## config.mk

```make
export PLATFORM = sky130hd
export DESIGN_NAME = protection_region_slot_allocator_core
export DESIGN_NICKNAME = d
export VERILOG_FILES = /design/src/rtl/prsa_pkg.sv /design/src/rtl/protection_region_slot_allocator_core.sv
export SDC_FILE = /design/constraint.sdc
export NUM_CORES = 1
export LEC_CHECK = 0
export BUFFER_PORTS_ARGS = -buffer_cell sky130_fd_sc_hd__buf_2
export CAP_MARGIN = 20
export CORE_AREA = 2 2 284 286
export DETAILED_ROUTE_END_ITERATION = 6
export DIE_AREA = 0 0 286 288
export GPL_TIMING_DRIVEN = 0
export PLACE_DENSITY = 0.79
export REMOVE_ABC_BUFFERS = 1
export SLEW_MARGIN = 5
export SYNTH_ARGS = -nofsm -noshare
export SYNTH_HDL_FRONTEND = slang
export SYNTH_SLANG_ARGS = --single-unit
```

## constraint.sdc

```tcl
create_clock -name clock -period 7.8 [get_ports clock]
set_input_delay 0.78 -clock clock [delete_from_list [all_inputs] [get_ports clock]]
set_output_delay 0.78 -clock clock [all_outputs]
set_load 0.02 [all_outputs]
```

## src/rtl/prsa_pkg.sv

```systemverilog
package prsa_pkg;

   localparam int MAX_SLOTS_DEFAULT = 16;

   localparam int ADDR_W   = 32;
   localparam int DOMAIN_W = 3;
   localparam int REGION_W = 9;
   localparam int ACTIVE_W = 5;
   localparam int BASE_W   = 8;
   localparam int CSR_IDX_W  = 4;
   localparam int CSR_DATA_W = 8;

   localparam logic [ADDR_W-1:0]   FREE_ADDR      = 32'hffff_ffff;
   localparam logic [DOMAIN_W-1:0] DOMAIN_NONE    = 3'd0;
   localparam logic [DOMAIN_W-1:0] DOMAIN_APPS_NS = 3'd1;

   localparam logic [ACTIVE_W-1:0] ACTIVE_RESET = 5'd16;
   localparam logic [BASE_W-1:0]   BASE_RESET   = 8'd0;

   localparam logic [CSR_IDX_W-1:0] CSR_ACTIVE_SLOTS = 4'd0;
   localparam logic [CSR_IDX_W-1:0] CSR_REGION_BASE  = 4'd1;

   typedef struct packed {
      logic [ADDR_W-1:0]   range_base;
      logic [ADDR_W-1:0]   range_end;
      logic [DOMAIN_W-1:0] owner;
   } slot_entry_type;

   localparam slot_entry_type SLOT_FREE = '{
      range_base: FREE_ADDR,
      range_end:  FREE_ADDR,
      owner:      DOMAIN_NONE
   };

endpackage

```

## src/rtl/protection_region_slot_allocator_core.sv

```systemverilog
// Channel   Ports                               Transfer
// request   start, busy, req_*                  start high while busy low
// result    rsp_strobe, rsp_*                   one cycle at rsp_strobe, no stall
// config    csr_write_enable, csr_index, csr_*  every edge with csr_write_enable
//
// A request keeps busy high while it scans the N active slots, N being the
// active slot count (clamped to MAX_SLOTS), and stops at an exact match; the
// result strobes in the first cycle with busy low. The scan reads one slot
// per cycle via the single read port of the slot memory into a read register;
// the slot is written in the finish state, entered directly with no active slot.
// Reset marks every slot free at once through per-slot valid bits.
// The receiver cannot stall, so a result is never held back.
module protection_region_slot_allocator_core
   import prsa_pkg::*;
#(
   parameter int MAX_SLOTS = MAX_SLOTS_DEFAULT
) (
   input  logic                  clock,
   input  logic                  reset,
   input  logic                  start,
   output logic                  busy,
   input  logic [ADDR_W-1:0]     req_start_address,
   input  logic [ADDR_W-1:0]     req_end_address,
   input  logic [DOMAIN_W-1:0]   req_owner_domain,
   input  logic [DOMAIN_W-1:0]   req_read_domain,
   input  logic [DOMAIN_W-1:0]   req_write_domain,
   output logic                  rsp_strobe,
   output logic                  rsp_status,
   output logic [REGION_W-1:0]   rsp_region_number,
   output logic                  rsp_slot_freed,
   output logic [DOMAIN_W-1:0]   rsp_lock_read_domain,
   output logic [DOMAIN_W-1:0]   rsp_lock_write_domain,
   input  logic                  csr_write_enable,
   input  logic [CSR_IDX_W-1:0]  csr_index,
   input  logic [CSR_DATA_W-1:0] csr_write_data
);

   localparam int IDX_W = (MAX_SLOTS > 1) ? $clog2(MAX_SLOTS) : 1;
   localparam int CNT_W = $clog2(MAX_SLOTS + 1);
   localparam logic [IDX_W-1:0] LAST_IDX = IDX_W'(MAX_SLOTS - 1);
   localparam logic [CNT_W-1:0] MAX_CNT  = CNT_W'(MAX_SLOTS);

   localparam logic [1:0] ST_IDLE   = 2'd0;
   localparam logic [1:0] ST_SCAN   = 2'd1;
   localparam logic [1:0] ST_FINISH = 2'd2;

   // Configuration registers.
   logic [ACTIVE_W-1:0] active_slots_ff;
   logic [BASE_W-1:0]   region_base_ff;

   always_ff @(posedge clock) begin
      if (reset) begin
         active_slots_ff <= ACTIVE_RESET;
         region_base_ff  <= BASE_RESET;
      end else if (csr_write_enable) begin
         case (csr_index)
            CSR_ACTIVE_SLOTS: active_slots_ff <= csr_write_data[ACTIVE_W-1:0];
            CSR_REGION_BASE:  region_base_ff  <= csr_write_data[BASE_W-1:0];
            default: ;
         endcase
      end
   end

   // Control and request registers.
   logic [1:0]          state_ff, state_in;
   logic [IDX_W-1:0]    scan_idx_ff, scan_idx_in;
   logic [IDX_W-1:0]    cmp_idx_ff, cmp_idx_in;
   logic                cmp_ok_ff, cmp_ok_in;
   logic [IDX_W-1:0]    first_ff, first_in;
   logic [IDX_W-1:0]    pick_ff, pick_in;
   logic                found_ff, found_in;
   logic                freed_ff, freed_in;

   logic [ADDR_W-1:0]   rq_start_ff, rq_end_ff;
   logic [DOMAIN_W-1:0] rq_owner_ff, rq_read_ff, rq_write_ff;

   // Slot memory with per-slot valid bits; an invalid slot reads as free.
   slot_entry_type      slot_mem [MAX_SLOTS];
   logic [MAX_SLOTS-1:0] slot_valid_ff;
   slot_entry_type      rd_data_ff;
   logic                rd_valid_ff;
   slot_entry_type      cur_slot;
   slot_entry_type      wr_entry;

   logic                accept;
   logic [CNT_W-1:0]    count;
   logic [CNT_W-1:0]    first_full;
   logic                slot_hit;
   logic                slot_free;

   assign accept = start && (state_ff == ST_IDLE);
   assign busy   = (state_ff != ST_IDLE);

   always_comb begin
      if ({3'b000, active_slots_ff} > 8'(MAX_SLOTS)) begin
         count = MAX_CNT;
      end else begin
         count = CNT_W'(active_slots_ff);
      end
      first_full = MAX_CNT - count;
   end

   assign cur_slot  = rd_valid_ff ? rd_data_ff : SLOT_FREE;
   assign slot_hit  = (cur_slot.range_base == rq_start_ff) &&
                      (cur_slot.range_end == rq_end_ff);
   assign slot_free = (cur_slot.owner == DOMAIN_NONE) &&
                      (cur_slot.range_base == FREE_ADDR) &&
                      (cur_slot.range_end == FREE_ADDR);

   always_comb begin
      state_in    = state_ff;
      scan_idx_in = scan_idx_ff;
      cmp_idx_in  = cmp_idx_ff;
      cmp_ok_in   = cmp_ok_ff;
      first_in    = first_ff;
      pick_in     = pick_ff;
      found_in    = found_ff;
      freed_in    = freed_ff;
      case (state_ff)
         ST_IDLE: begin
            if (accept) begin
               first_in    = first_full[IDX_W-1:0];
               scan_idx_in = first_full[IDX_W-1:0];
               cmp_ok_in   = 1'b0;
               found_in    = 1'b0;
               freed_in    = 1'b0;
               pick_in     = '0;
               state_in    = (count == '0) ? ST_FINISH : ST_SCAN;
            end
         end
         ST_SCAN: begin
            cmp_ok_in  = 1'b1;
            cmp_idx_in = scan_idx_ff;
            if (scan_idx_ff != LAST_IDX) begin
               scan_idx_in = scan_idx_ff + 1'b1;
            end
            if (cmp_ok_ff) begin
               // An exact match anywhere beats an earlier free slot.
               if (slot_hit) begin
                  pick_in  = cmp_idx_ff;
                  found_in = 1'b1;
                  freed_in = (rq_owner_ff == DOMAIN_APPS_NS);
                  state_in = ST_FINISH;
               end else begin
                  if (slot_free && !found_ff) begin
                     pick_in  = cmp_idx_ff;
                     found_in = 1'b1;
                  end
                  if (cmp_idx_ff == LAST_IDX) begin
                     state_in = ST_FINISH;
                  end
               end
            end
         end
         ST_FINISH: begin
            state_in = ST_IDLE;
         end
         default: begin
            state_in = ST_IDLE;
         end
      endcase
   end

   always_ff @(posedge clock) begin
      if (reset) begin
         state_ff  <= ST_IDLE;
         cmp_ok_ff <= 1'b0;
         found_ff  <= 1'b0;
         freed_ff  <= 1'b0;
      end else begin
         state_ff  <= state_in;
         cmp_ok_ff <= cmp_ok_in;
         found_ff  <= found_in;
         freed_ff  <= freed_in;
      end
   end

   always_ff @(posedge clock) begin
      scan_idx_ff <= scan_idx_in;
      cmp_idx_ff  <= cmp_idx_in;
      first_ff    <= first_in;
      pick_ff     <= pick_in;
      if (accept) begin
         rq_start_ff <= req_start_address;
         rq_end_ff   <= req_end_address;
         rq_owner_ff <= req_owner_domain;
         rq_read_ff  <= req_read_domain;
         rq_write_ff <= req_write_domain;
      end
   end

   // A released slot is written back with the free pattern.
   always_comb begin
      if (freed_ff) begin
         wr_entry = SLOT_FREE;
      end else begin
         wr_entry.range_base = rq_start_ff;
         wr_entry.range_end  = rq_end_ff;
         wr_entry.owner      = rq_owner_ff;
      end
   end

   always_ff @(posedge clock) begin
      if ((state_ff == ST_FINISH) && found_ff) begin
         slot_mem[pick_ff] <= wr_entry;
      end
      rd_data_ff <= slot_mem[scan_idx_ff];
   end

   always_ff @(posedge clock) begin
      if (reset) begin
         slot_valid_ff <= '0;
         rd_valid_ff   <= 1'b0;
      end else begin
         if ((state_ff == ST_FINISH) && found_ff) begin
            slot_valid_ff[pick_ff] <= 1'b1;
         end
         rd_valid_ff <= slot_valid_ff[scan_idx_ff];
      end
   end

   // Result registers.
   logic                rsp_strobe_ff;
   logic                rsp_status_ff;
   logic [REGION_W-1:0] rsp_region_ff;
   logic                rsp_freed_ff;
   logic [DOMAIN_W-1:0] rsp_read_ff, rsp_write_ff;
   logic [IDX_W-1:0]    pick_offset;

   assign pick_offset = pick_ff - first_ff;

   always_ff @(posedge clock) begin
      if (reset) begin
         rsp_strobe_ff <= 1'b0;
      end else begin
         rsp_strobe_ff <= (state_ff == ST_FINISH);
      end
   end

   always_ff @(posedge clock) begin
      if (state_ff == ST_FINISH) begin
         if (found_ff) begin
            rsp_status_ff <= 1'b0;
            rsp_region_ff <= REGION_W'(region_base_ff) + REGION_W'(pick_offset);
            rsp_freed_ff  <= freed_ff;
            rsp_read_ff   <= rq_read_ff;
            rsp_write_ff  <= rq_write_ff;
         end else begin
            rsp_status_ff <= 1'b1;
            rsp_region_ff <= '0;
            rsp_freed_ff  <= 1'b0;
            rsp_read_ff   <= '0;
            rsp_write_ff  <= '0;
         end
      end
   end

   assign rsp_strobe            = rsp_strobe_ff;
   assign rsp_status            = rsp_status_ff;
   assign rsp_region_number     = rsp_region_ff;
   assign rsp_slot_freed        = rsp_freed_ff;
   assign rsp_lock_read_domain  = rsp_read_ff;
   assign rsp_lock_write_domain = rsp_write_ff;

   // Assertions.
   a_strobe_after_finish: assert property (@(posedge clock) disable iff (reset)
      rsp_strobe_ff |-> $past(state_ff == ST_FINISH))
      else $error("result strobe without a finished request");

   a_accept_goes_busy: assert property (@(posedge clock) disable iff (reset)
      accept |=> busy)
      else $error("accepted request did not raise busy");

   a_pick_in_active: assert property (@(posedge clock) disable iff (reset)
      (state_ff == ST_FINISH) && found_ff |-> (pick_ff >= first_ff))
      else $error("chosen slot lies outside the active part");

   a_freed_needs_found: assert property (@(posedge clock) disable iff (reset)
      (state_ff == ST_FINISH) && freed_ff |-> found_ff && (rq_owner_ff == DOMAIN_APPS_NS))
      else $error("slot released without an exact match by the releasing owner");

endmodule
```

* Word-level counts from Yosys, hierarchy flattened
Memory sizes are Yosys's and may differ from the RTL's. A register that Yosys moved wholly into a read port is not among the register bits.
Cells that the tools add are included.
** Operators by class
- Reduce and logical (&&, ||, !) cells :: 22
- $lt $le $gt $ge :: 4
- Add/sub/neg operators :: 4
- Multiplexer cells :: 33
- Equal/unequal tests :: 16
- Bitwise logic cells :: 1
** Operators by type and width (count)
- $mux W67 :: 2
- $eq A32 B32 Y1 :: 2
- $eq A32 B32 Y1 const B :: 2
- $mux W4 :: 6
- $or A16 B16 Y16 :: 1
- $pmux W4 S2 :: 2
- $mux W1 :: 11
- $lt A4 B5 Y1 const B :: 2
- $mux W2 :: 5
- $add A8 B4 Y9 :: 1
- $ne A2 B2 Y1 const B :: 4
- $reduce_and A2 Y1 :: 4
- $reduce_and A4 Y1 :: 2
- $logic_and A1 B1 Y1 :: 7
- $ne A3 B3 Y1 const B :: 2
- $pmux W1 S2 :: 3
- $reduce_and A3 Y1 :: 2
- $gt A5 B5 Y1 const B :: 1
- $logic_not A5 Y1 :: 1
- $mux W5 :: 1
- $add A4 B1 Y4 const B :: 1
- $bmux W1 S4 :: 1
- $demux W1 S4 :: 1
- $eq A4 B1 Y1 const B :: 1
- other kinds (14) :: 15
** Storage, ports and cells
- RAM bits :: 1072
- Word-level logic and storage cells :: 104
- Memories kept :: 1
- Output and inout bits :: 19
- Bits of input ports :: 89
- Register bits :: 142
** Memories
- slot_mem :: depth 16, width 67, rd ports 1, clocked after Yosys merged registers in 1, write ports 1, RTL line protection_region_slot_allocator_core.sv:78 : slot_entry_type slot_mem [MAX_SLOTS];

* Longest topological paths before layout
Gate-level depths: netlist of the first run.
- Word-level depth :: 9
- Depth in mapped cells :: 12

* Worst setup path before layout of the first run
OpenSTA, ideal clock, no wires.
- Path type :: register to register
- Start :: register state_ff[0]
- End :: memory slot_mem[0][0] (netlist name), enable pin
- Setup slack :: 0.679 ns
- Setup time :: 0.577 ns
- Data arrival time :: 6.544 ns
- Buffers on the path :: 1
- Stages on the path, launching flop included :: 6
- Cells stage by stage :: dfxtp_1 -> clkbuf_1 -> nor2b_1 -> nand2_1 -> or3_1 -> nor3_1
** Between the ends
- Cells in the longest elaborated chain, start to end :: 4
** Ends and longest elaborated chain
- start, declared :: RTL line protection_region_slot_allocator_core.sv:65 : logic [1:0] state_ff, state_in;
- start signal, assigned :: RTL line protection_region_slot_allocator_core.sv:171 : state_ff <= state_in;
- $eq A2 B2 Y1 :: RTL line protection_region_slot_allocator_core.sv:204 : if ((state_ff == ST_FINISH) && found_ff) begin
- $logic_and A1 B1 Y1 :: RTL line protection_region_slot_allocator_core.sv:204
- $mux W1 :: RTL line protection_region_slot_allocator_core.sv:204
- $mux W1 (not written as such) :: RTL line protection_region_slot_allocator_core.sv:205 : slot_mem[pick_ff] <= wr_entry;
- end, declared :: RTL line protection_region_slot_allocator_core.sv:78
Every way passes these cells.

* Worst setup path in the final report of the first run
- Start :: register rd_valid_ff
- End :: register pick_ff[1], enable pin
** Between the ends
- Cells in the longest elaborated chain, start to end :: 7
- Elaborated cells on any way between the ends :: 12
** Ends and longest elaborated chain
- start, declared :: RTL line protection_region_slot_allocator_core.sv:81 : logic rd_valid_ff;
- start signal, assigned :: RTL line protection_region_slot_allocator_core.sv:218 : rd_valid_ff <= slot_valid_ff[scan_idx_ff];
- $mux W67 (*) :: RTL line protection_region_slot_allocator_core.sv:103 : assign cur_slot = rd_valid_ff ? rd_data_ff : SLOT_FREE;
- $eq A32 B32 Y1 / $logic_not A3 Y1 (equally long branches) :: RTL line protection_region_slot_allocator_core.sv:107, protection_region_slot_allocator_core.sv:106
- $logic_and A1 B1 Y1 :: RTL line protection_region_slot_allocator_core.sv:106 : assign slot_free = (cur_slot.owner == DOMAIN_NONE) &&
- $logic_and A1 B1 Y1 :: RTL line protection_region_slot_allocator_core.sv:107 : (cur_slot.range_base == FREE_ADDR) &&
- $logic_and A1 B1 Y1 :: RTL line protection_region_slot_allocator_core.sv:145 : if (slot_free && !found_ff) begin
- $ne A3 B3 Y1 (no line) (*)
- $reduce_and A4 Y1 (no line) (*)
- end signal, assigned :: RTL line protection_region_slot_allocator_core.sv:182 : pick_ff <= pick_in;
- end, declared :: RTL line protection_region_slot_allocator_core.sv:70 : logic [IDX_W-1:0] pick_ff, pick_in;
Mark *: on every way between the ends. The rest lies on a longest branch, timed or not.
A chain may end at the register's enable or synchronous reset.

==> results of run 1 <==
## layout make-up
type	instances	share of cell area
Inverter	14	0.0009613
Multi-Input combinational cell	860	0.1926
Antenna cell	3	0.0001311
Tap cell	1060	0.02316
Sequential cell	1281	0.6538
Clock inverter	90	0.01680
Timing Repair Buffer	247	0.05781
Clock buffer	136	0.05473
## layer usage
metal,up-vias,wire [um],share of wire
li1,9926,-,-
met1,13190,44170,0.36
met2,1884,59590,0.49
met3,386,12090,0.099
met4,0,5819,0.048
met5,-,0,0
## cells in the mapped netlist (9+ instances only)
library cell / instances / area share
nor4b_1: 16 / 0.0029
or2_2: 65 / 0.0083
clkbuf_1: 60 / 0.0046
nor3_1: 10 / 0.0010
o22ai_1: 14 / 0.0018
dfxtp_1: 103 / 0.042
nor4bb_1: 13 / 0.0027
mux4_2: 340 / 0.16
edfxtp_1: 1178 / 0.72
ha_1: 10 / 0.0026
nand2_1: 84 / 0.0065
mux2i_1: 13 / 0.0027
buf_2: 35 / 0.0036
o32ai_1: 16 / 0.0029
nor2_1: 75 / 0.0058
and2_1: 24 / 0.0031
or3b_1: 14 / 0.0025
nor2b_1: 9 / 0.0012
a21oi_1: 41 / 0.0042
inv_1: 13 / 0.0010
nand4b_1: 19 / 0.0034
nor4_1: 13 / 0.0017
xor2_1: 34 / 0.0061
## power by group through the flow
stage | clock (uW) | combinational (uW) | sequential [uW]
floorplan | 0 | 2130 | 8690
global placement | 0 | 2860 | 9020
detailed placement | 0 | 2970 | 8480
CTS | 6090 | 3060 | 8350
global route | 6330 | 3210 | 8380
finish | 6040 | 3060 | 8370
## cells by family (layout without fill, tap and decap cells)
family / Yosys count / count (layout) / synth area share
buf+inv: 116 / 487 / 0.009814
xor+xnor: 41 / 41 / 0.007354
simple gates: 364 / 364 / 0.04184
flops: 1281 / 1281 / 0.7666
compound gates: 90 / 90 / 0.01148
mux: 353 / 353 / 0.1595
other cells: 0 / 3 / 0
fa+ha+maj: 12 / 12 / 0.003382
## how the worst max path moves through the flow
stage                         from       endpoint  slack (ns)
global placement    scan_idx_ff[0]  cmp_idx_ff[0]       -8.85
global route           rd_valid_ff     pick_ff[2]        3.75
detailed placement     rd_valid_ff     pick_ff[0]        3.90
CTS                    rd_valid_ff     pick_ff[0]        3.85
floorplan           scan_idx_ff[0]  cmp_idx_ff[0]       -4.27
finish                 rd_valid_ff     pick_ff[1]        3.78
## layout by cell type (no fill, tap or decap), types with 14 or more instances in the layout
cell / count
clkinv_2: 35
or2_2: 65
edfxtp_1: 1178
and2_1: 24
buf_12: 37
buf_16: 57
a21oi_1: 41
clkbuf_16: 121
clkinv_1: 18
nor4b_1: 16
buf_4: 21
buf_2: 107
xor2_1: 34
buf_6: 18
bufinv_16: 18
nand4b_1: 19
or3b_1: 14
o22ai_1: 14
nor2_1: 63
o32ai_1: 16
nand2_1: 84
mux4_2: 340
dfxtp_1: 101
## sequential cells by signal, indices dropped and copies added, names as in the netlist, 4 cells and up
register,count
slot_valid_ff,16
cmp_idx_ff,4
rd_data_ff,67
rsp_region_number,9
pick_ff,4
active_slots_ff,5
scan_idx_ff,4
region_base_ff,8
first_ff,4
rq_end_ff,32
rq_start_ff,32
slot_mem,1072
## metrics by stage
step	util	instance area, um2	total power [uW]	hold slack (ns)
after global routing	0.7190	57260	17910	0.2238
after CTS	0.7190	57260	17510	0.2163
after global placement	0.6312	50270	11870	0.4440
after detailed placement	0.6676	53160	11450	0.4591
final	0.7191	57270	17470	0.2441
after floorplan	-	48400	10820	0.4348
==> results.cfg, run 1 <==
[routing]
routed_via_density = 6.876
ant_nets = 0
wire_per_inst_um = 32.96
dr.pass1.iters = 7
drtIter0Drc = 3922
drc = 1
wl_um = 121700
num_vias = 25380

[worst_setup_path]
path_delay_family = simple AND/OR/NAND/NOR gates
critical_path_buf_inv_count = 1
crit_chain = buf_12, or3b_1, o22ai_1, o32ai_1, nor4_1, nand4_1, nand2_1, o21a_1
end_kind = register
cp_max_fo = 54
rr_endpoint = pick_ff[1]
reg2reg_from = rd_valid_ff
slowest_stage = nor4_1
cp.required_ns = 8.19
rrSetupSlack_ns = 3.78
arrival_ns = 4.41
crit_type = reg2reg
critPathLaunchType = register
cp_slowest_stage_delay_ns = 0.75
ff2ff_path_depth = 8
cp.depth = 8

[worst_hold_path]
hold_end = rq_start_ff[8]
hold_path_startpoint = req_start_address[8]
holdCritPathClass = in2reg
holdPathStages = 1

[placement]
hpwl_um = 70620
dp_cells = 3462
dp_slack_ns = 3.901
gp_congestion = 0.7456
io_buffers = 107

[clock_tree]
clock_latency_ns = 0.71
cts.sink_count = 1281
holdBufCountCts = 0
clk_path_buf_depth = 3
post_cts_buffers = 0
clkTransAtPathRegs_ns = 0.07
clock-root-buffer = clkbuf_16
htree_levels = 3
numCtsBuffers = 120
cts_resized = 0
cts_tree = built

[finish]
fin_cells = 3691
drive_gt1_frac = 0.3318
multi_input_area_um2 = 11030
syn_to_final_growth_pct = 17.28
ff_latch_area_um2 = 37440
nets = 2625
n_fill_cell = 4274

[sta]
hold_violations = 0
rsz0062_at_grt = false
worst_slack_ns = 3.781
drv_slew = 0
fin_setup_tns_ns = 0
final-setup-viol-count = 0
fmax_mhz = 248.8
maxSlewHeadroom = 0.2757
skew_ns = 0.02092
finalCriticalPeriod_ns = 4.019
tightest_slew_ns = 1.084
fin_crit_sh = 0.5153

[synthesis]
yosys_warnings = 0
synth-seq-cells = 1281
synth_edf_count = 1178
yosysSeqAreaShare = 0.7666
synth_cells = 2257
avgSynthCellArea_um2 = 21.64
synthFlopType = edfxtp_1
ys_async_sr_fraction = 0
synth_cell_types = 44
syn-cell-area_um2 = 48830

[global_route]
grt_overflow = 0
grt.busiest_layer = met2
grt_pass1_wl_um = 175500
grt_max_degree = 55
grtUsageMet3 = 0.05317
use_met1 = 0.4140
grt_use_total = 0.2995
grt_pass1_vias = 25910
grt_util_met2 = 0.4794
antenna_found_initial = 0

[die]
fp.dieH_um = 288
fp.dieW_um = 286
die_area_um2 = 82370
num_rows = 104
start_util = 0.6132
ioPinCount = 108
core_area_um2 = 79640

[run_status]
status = complete, but fails checks
violations = design-rule violations

[power_and_ir_drop]
pwr-share-clk = 0.346
ir_worst_vdd_uv = 217.5
pwr-share-seq = 0.479
power.net_switching_uw = 4397
power_density_nw_per_um2 = 305.0
p_comb_frac = 0.175
leakage_uw = 0.01849
switching_share = 0.2517
p_int_uw = 13070

[flow_run]
drv_cap = 0
No activity file was read; power rests on OpenSTA's default activity.
==> inputs of run 2 (changes only) <==
--- a/config.mk
+++ b/config.mk
@@ -7,11 +7,11 @@
 export LEC_CHECK = 0
 export BUFFER_PORTS_ARGS = -buffer_cell sky130_fd_sc_hd__buf_2
 export CAP_MARGIN = 20
-export CORE_AREA = 2 2 284 286
+export CORE_AREA = 2 2 299 301
 export DETAILED_ROUTE_END_ITERATION = 6
-export DIE_AREA = 0 0 286 288
+export DIE_AREA = 0 0 301 303
 export GPL_TIMING_DRIVEN = 0
-export PLACE_DENSITY = 0.79
+export PLACE_DENSITY = 0.75
 export REMOVE_ABC_BUFFERS = 1
 export SLEW_MARGIN = 5
 export SYNTH_ARGS = -nofsm -noshare
==> constraint.sdc (replaced) <==
create_clock -name clock -period 3.6 [get_ports clock]
set_input_delay 0.36 -clock clock [delete_from_list [all_inputs] [get_ports clock]]
set_output_delay 0.36 -clock clock [all_outputs]
set_load 0.02 [all_outputs]
==> run 2 against run 1 <==
The run still ends with design-rule violations left. Clock skew up 0.0056 ns. Highest routed layer is now met5. Sequential power up 120%. Critical endpoint is now slot_mem[12][59]. Critical path depth unchanged. Routed wire length down 4.9%. Clock power up 110%. Count of clock-buffer cells in the layout up 41. Sequential cell count unchanged. Largest power group unchanged.
==> results.cfg, run 2 (synthesized netlist as in run 1, its figures left out) <==
[clock_tree]
cts.sink_count = 1281
clock-root-buffer = clkbuf_16
clk_path_buf_depth = 3
clock_latency_ns = 0.72
clkTransAtPathRegs_ns = 0.06
htree_levels = 3
numCtsBuffers = 120
cts_tree = built

[sta]
fin_setup_tns_ns = 0
tightest_slew_ns = 1.033
finalCriticalPeriod_ns = 3.462
rsz0062_at_grt = false
fmax_mhz = 288.8
skew_ns = 0.02656
final-setup-viol-count = 0
hold_violations = 0
fin_hold_ws_ns = 0.05725
maxSlewHeadroom = 0.3102
fin_crit_sh = 0.9618
drv_slew = 0
worst_slack_ns = 0.1376

[worst_setup_path]
crit_chain = nor2b_4, nand4_1, nor3_2, buf_8, buf_8, buf_6, buf_4, buf_4
path_delay_family = simple AND/OR/NAND/NOR gates
slowest_stage = nor3_2
cp.required_ns = 3.99
crit_type = reg2reg
arrival_ns = 3.86
end_kind = register
critical_path_buf_inv_count = 5
cp_max_fo = 20
cp_slowest_stage_delay_ns = 0.64
critPathLaunchType = register

[finish]
fin_cells = 3875
mostFrequentLayoutCell = edfxtp_1
largest_reg_flops = 1072
ff_latch_area_um2 = 37440
layout_common_cells = 1178 x edfxtp_1, 340 x mux4_2, 120 x clkbuf_16
multi_input_area_um2 = 11050
syn_to_final_growth_pct = 19.23
top_register = slot_mem
nets = 2710
top_regs = slot_mem: 1072 flops, rd_data_ff: 67 flops
n_fill_cell = 5276
drive_gt1_frac = 0.3160

[power_and_ir_drop]
power_density_nw_per_um2 = 643.3
p_comb_frac = 0.174
pwr-share-clk = 0.342
p_int_uw = 28150
ir_worst_vdd_uv = 436.3
power.net_switching_uw = 9300
pwr-share-seq = 0.483
switching_share = 0.2483
leakage_uw = 0.01882

[routing]
ant_nets = 0
routed_via_density = 6.409
drtIter0Drc = 3373
wire_per_inst_um = 29.87
num_vias = 24840
dr.pass1.iters = 7
drc = 1
wl_um = 115700

[die]
num_rows = 109
fp.dieH_um = 303
ioPinCount = 108
core_area_um2 = 87970
die_area_um2 = 91200
start_util = 0.5551
fp.dieW_um = 301

[run_status]
status = complete, but fails checks
violations = design-rule violations

[flow_run]
drv_cap = 0

[placement]
io_buffers = 107
dp_slack_ns = -0.1603
gp_congestion = 0.7506
hpwl_um = 71900
dp_cells = 3568

[global_route]
grt_overflow = 0
grt_max_degree = 63
antenna_found_initial = 2
grt_use_total = 0.2568
grt_pass1_vias = 25400
grt_pass1_wl_um = 168200

[worst_hold_path]
holdCritPathClass = in2reg
[run 2: power by group through the flow]
stage                     Sequential, uW  Combinational (uW)  Clock (uW)
final                              18100                6540       12800
after global routing               18100                6910       13500
after CTS                          18100                6570       13000
after detailed placement           18400                6410           0
after global placement             19000                4260           0
after floorplan                    18700                3930           0
[run 2: area by class of cell]
type,instances,share of cell area
sequential,1281,0.6431
tap,1165,0.02504
inverter,14,0.0009456
clock buffer,177,0.05886
clock inverter,45,0.009864
multi-input combinational,860,0.1897
timing repair buffer,332,0.07242
antenna,1,0.00004298
[run 2: repair_timing]
| item | 4_1_cts | 5_1_grt |
|---|---|---|
| endpoints found under the setup margin | 51 | 0 |
| gates resized for setup | 3 | 0 |
| hold buffers | 82 | 0 |
| setup buffers | 2 | 0 |
| hold endpoints to repair | 86 | 0 |
[run 2: worst reg2reg max path, stage by stage, from the launching register on]
cell	delay (ns)
dfxtp_1	0.42
nor2b_4	0.51
nand4_1	0.51
nor3_2	0.65
buf_8	0.23
buf_8	0.17
buf_6	0.17
buf_4	0.23
buf_4	0.24
[run 2: path summary, 6_finish.rpt]
kind / startpoint / end / slack (ns) / cells after the start
hold reg to reg: slot_valid_ff[0] / slot_valid_ff[0] / 0.48 / 2
setup reg to reg: state_ff[0] / slot_mem[12][59] / 0.14 / 8
hold / removal: csr_index[3] / active_slots_ff[1] / 0.06 / 4
setup / recovery: state_ff[0] / slot_mem[12][59] / 0.14 / 8
[run 2: layer usage]
metal	track usage	vias up	wire length, um
li1	-	10090	-
met1	0.3599	13070	44820
met2	0.4123	1430	56620
met3	0.04640	251	10510
met4	0.09251	2	3777
met5	0	-	12
[run 2: per-stage QoR]
step	utilization	power (uW)	area, um2
finish	0.6619	37450	58220
detailed placement	0.6067	24770	53360
floorplan	-	22610	48400
global route	0.6619	38570	58220
CTS	0.6618	37600	58220
global placement	0.5729	23230	50400
